$ cat config.mk
export PLATFORM = sky130hd
export DESIGN_NAME = wad_lane
export DESIGN_NICKNAME = d
export VERILOG_FILES = /design/src/hw/rtl/wad_pkg.sv /design/src/hw/rtl/wad_lane.sv
export SDC_FILE = /design/constraint.sdc
export NUM_CORES = 2
export LEC_CHECK = 0
export BUFFER_PORTS_ARGS = -buffer_cell sky130_fd_sc_hd__clkbuf_2
export CAP_MARGIN = 30
export CORE_ASPECT_RATIO = 1.2
export CORE_MARGIN = 5
export CORE_UTILIZATION = 55
export DETAILED_ROUTE_END_ITERATION = 7
export PLACE_DENSITY = 0.74
export SYNTH_ARGS = -nofsm -noshare
export SYNTH_HDL_FRONTEND = slang
export SYNTH_SLANG_ARGS = --single-unit
$ cat constraint.sdc
create_clock -name clock -period 10.4 [get_ports clock]
set_input_delay 1.04 -clock clock [delete_from_list [all_inputs] [get_ports clock]]
set_output_delay 1.04 -clock clock [all_outputs]
set_load 0.01 [all_outputs]
$ cat src/hw/rtl/wad_pkg.sv
// Package for the weighted average decimator: widths, register indexes, types.
// No dependencies.
package wad_pkg;
   localparam int CHANNELS    = 3;
   localparam int MAX_STEP    = 4096;
   localparam int VAL_W       = 32;
   localparam int TS_W        = 63;
   localparam int SUM_W       = 64;
   localparam int STEP_W      = 13;
   localparam int DEN_W       = 25;
   localparam int CNT_W       = 7;
   localparam int CSR_IDX_W   = 1;
   localparam int CSR_DATA_W  = 13;

   localparam logic [CSR_IDX_W-1:0] REG_STEP   = 1'd0;
   localparam logic [CSR_IDX_W-1:0] REG_ENABLE = 1'd1;

   // per-lane control from the sequencer
   typedef struct packed {
      logic             acc;      // add value*k
      logic             clr;      // clear sum
      logic             div_start;
      logic             div_step; // one divider step this cycle
      logic [DEN_W-1:0] den;
   } lane_ctl_type;
endpackage

$ cat src/hw/rtl/wad_lane.sv
// One channel lane: weighted accumulator and bit-serial signed divider.
// Depends on wad_pkg.
module wad_lane (
   input  logic                        clock,
   input  logic                        reset,
   input  wad_pkg::lane_ctl_type       ctl,
   input  logic                        enable,
   input  logic [wad_pkg::VAL_W-1:0]   value,
   input  logic [wad_pkg::STEP_W-1:0]  k,
   output logic [wad_pkg::VAL_W-1:0]   quot
);
   import wad_pkg::*;

   logic signed [SUM_W-1:0] sum_ff, sum_in;
   logic signed [VAL_W+STEP_W:0] prod_n;
   logic signed [SUM_W-1:0] prod;
   logic [SUM_W-1:0]        q_ff, q_in;
   logic [DEN_W:0]          r_ff, r_in;
   logic                    neg_ff, neg_in;
   logic [DEN_W:0]          trial;
   logic [SUM_W-1:0]        mag;

   assign prod_n = $signed(value) * $signed({1'b0, k});
   assign prod   = {{(SUM_W-VAL_W-STEP_W-1){prod_n[VAL_W+STEP_W]}}, prod_n};
   assign mag  = sum_ff[SUM_W-1] ? SUM_W'(-sum_ff) : SUM_W'(sum_ff);
   assign trial = {r_ff[DEN_W-1:0], q_ff[SUM_W-1]} - {1'b0, ctl.den};

   always_comb begin
      sum_in = sum_ff;
      q_in   = q_ff;
      r_in   = r_ff;
      neg_in = neg_ff;
      if (ctl.div_start) begin
         q_in   = enable ? mag : '0;
         r_in   = '0;
         neg_in = sum_ff[SUM_W-1];
         sum_in = '0;
      end else begin
         if (ctl.acc && enable) begin
            sum_in = sum_ff + prod;
         end
         // one restoring step per cycle; quotient held once done
         if (ctl.div_step) begin
            if (!trial[DEN_W]) begin
               r_in = trial;
               q_in = {q_ff[SUM_W-2:0], 1'b1};
            end else begin
               r_in = {r_ff[DEN_W-1:0], q_ff[SUM_W-1]};
               q_in = {q_ff[SUM_W-2:0], 1'b0};
            end
         end
      end
      if (ctl.clr) begin
         sum_in = '0;
      end
   end

   always_ff @(posedge clock) begin
      if (reset) begin
         sum_ff <= '0;
      end else begin
         sum_ff <= sum_in;
      end
      q_ff   <= q_in;
      r_ff   <= r_in;
      neg_ff <= neg_in;
   end

   assign quot = neg_ff ? VAL_W'(-q_ff) : q_ff[VAL_W-1:0];
endmodule
==> flow_metrics.tcl <==
set metrics [dict create \
    cts_buffers 17 \
    regArea_mm2 0.00373 \
    reg2reg_to "sum_ff[62]$_SDFFE_PP0P_" \
    totalWireLength_um 74700 \
    grt_max_degree 71 \
    grt_overflow_total 0 \
    portBuffers 108 \
    crit_chain "clkbuf_2, and2_1, inv_1, fa_1, fa_1, inv_1, fa_1, fa_1, fa_1, inv_1, fa_1, inv_1, ha_1, nand3_1, or3_1, or2_0, or4_1, a211oi_2, o21ai_2, o41ai_2, a21oi_1, or4_1, nand3_1" \
    ys.flop_type "dfxtp_1" \
    drt_iter0_drc 1259 \
    drc_errors 0 \
    viasPerCell 5.66 \
    antenna_cells 0 \
    cts_buffer_depth 2 \
    hold_violations 0 \
    critPathBufInv 5 \
    arrival_ps 8720 \
    nNetsFinal 4066 \
    crit_slowest_cell "and2_1" \
    cts_resized 0 \
    synth_cell_types 85 \
    rows 93 \
    status "finished clean" \
    rsz0062_at_grt "no" \
    netlist_top_cells_count "677 x inv_1, 541 x fa_1, 327 x nand2_1" \
    fin_crit_ps 8340 \
    syn-num-nets 4073 \
    clk_latency_ps 440 \
    setup_viol_count_final 0 \
    initial_utilization 0.552 \
    rr_worst_depth 19 \
    hold_path.class "flip-flop to flip-flop" \
    syn_avg_cell_area_um2 8.94 \
    path_clk_slew_ps 70 \
    grt_pass1_vias 24000 \
    layout-drive-gt1-share 0.0632 \
    dieArea_mm2 0.0584 \
    cts_tree "yes" \
    postCtsHoldBufs 0 \
    yosysWarnings 0 \
    drv_cap 0 \
    cp_common_cell "fa_1" \
    worstPathRequired_ps 10780 \
    cts-root-buf "clkbuf_16" \
    synth_seq_cells 154 \
    crit_start "k[1]" \
    slew_headroom 0.313 \
    io_pins 109 \
    crit_path_start_kind "input pin" \
    synth.most_common_cell "inv_1" \
    worstSetupEndpointType "flip-flop" \
    post-route-period-util 0.802 \
    fin_tns_setup_ps 0 \
    antenna_found_initial 2 \
    hpwl_um 61100 \
    yosysTopAreaCellShare 0.367 \
    async_reset_ff_frac 0 \
    synth-edff-count 65 \
    first_pass_iters 5 \
    synth_area_leader_cell "fa_1" \
    grt_usage 0.259 \
    skew_ps 11.8 \
    wl_per_cell_um 18.6 \
    ff2ff_setup_slack_ps 3410 \
    synthCells 3300 \
    num_vias 22700 \
    syn_area_mm2 0.0295 \
    die_y_um 264 \
    clock_sinks 154 \
    cp_top_family "adder cells" \
    slew_violations 0 \
    worst_slew_pin_slew_ps 1020 \
    cp-endpoint "sum_ff[58]$_SDFFE_PP0P_" \
    fmaxAchievable_mhz 120 \
    path_depth 23 \
    fillCellCount 4694 \
    die_w_um 221 \
    grt_first_pass_wirelength_um 123000 \
    cts_setup_buffers 0 \
    h-tree-depth 4 \
    synth-seq-area-share 0.127 \
    max_stage_delay_ps 640 \
    synthToLayoutAreaGrowth_pct 5.14 \
    place.gp.congestion 0.970 \
    synthTopCellsByArea "fa_1 37%, inv_1 8.6%, edfxtp_1 6.6%" \
    cp_max_fo 32 \
    final_antenna_net_count 0 \
    crit_type "input pin to flip-flop" \
    coreArea_mm2 0.0534 \
    r2r_start "sum_ff[13]$_SDFFE_PP0P_" \
    multiInputGateArea_mm2 0.0225 \
]
## placed cells by master, fill, tap and decap left out, drive strengths merged, types with 65 or more instances in the layout
cell,Yosys,routed
xor2,67,67
nor2,99,99
dfxtp,89,89
xnor2,96,96
edfxtp,65,65
fa,541,541
and2,274,274
o21ai,90,90
inv,677,685
a21oi,137,137
ha,155,155
clkbuf,136,127
nand2,327,327
## worst min path at each step
stage                            start                 endpoint  depth (start not counted)
3_3_place_gp   sum_ff[35]$_SDFFE_PP0P_  sum_ff[35]$_SDFFE_PP0P_                          2
3_5_place_dp   sum_ff[35]$_SDFFE_PP0P_  sum_ff[35]$_SDFFE_PP0P_                          2
5_1_grt        sum_ff[35]$_SDFFE_PP0P_  sum_ff[35]$_SDFFE_PP0P_                          2
2_1_floorplan  sum_ff[35]$_SDFFE_PP0P_  sum_ff[35]$_SDFFE_PP0P_                          2
4_1_cts        sum_ff[35]$_SDFFE_PP0P_  sum_ff[35]$_SDFFE_PP0P_                          2
6_report       sum_ff[35]$_SDFFE_PP0P_  sum_ff[35]$_SDFFE_PP0P_                          2
## tightest hold or removal path, stage by stage (launching register included)
cell and delay (ps):
dfxtp_1 310, nand2_1 50, a21oi_1 50
## area by class of cell
class,instances,share of cell area
multi-input combinational,2311,0.725
sequential,154,0.120
inverter,677,0.0820
tap,712,0.0287
timing repair buffer,132,0.0242
clock buffer,20,0.0151
clock inverter,12,0.00404
## logic make-up after synthesis
kind of cell,after synthesis,synth area share
muxes,31,0.0106
xor gates and xnor gates,163,0.0484
AOI/OAI and AO/OA,501,0.110
buffers and inverters,835,0.112
DFF,154,0.127
and+or+nand+nor,920,0.160
adders and majority gates,696,0.433
## layer usage
| layer | global-route usage | routed length, µm | up-vias |
|---|---|---|---|
| li1 | - | - | 10400 |
| met1 | 0.301 | 27200 | 11500 |
| met2 | 0.483 | 40500 | 672 |
| met3 | 0.0292 | 3380 | 199 |
| met4 | 0.110 | 3560 | 0 |
| met5 | 0 | 0 | - |
## registers in the layout (all words and copies together) (netlist names)
signal and cells:
q_ff 64, sum_ff 64, r_ff 25, neg_ff 1
## stage by stage
step	util	worst slack [ps]	cells	area [µm²]	hold slack [ps]
floorplan	-	1980	3300	29500	432
global placement	0.569	1820	3984	30400	438
finish	0.580	2060	4018	31000	456
detailed placement	0.569	1630	3986	30400	445
CTS	0.580	2090	4018	31000	452
global route	0.580	1640	4018	31000	481
Power is left out: the tool's default activity adds up to more than one toggle a clock period on the data nets, which glitch-free logic cannot reach.
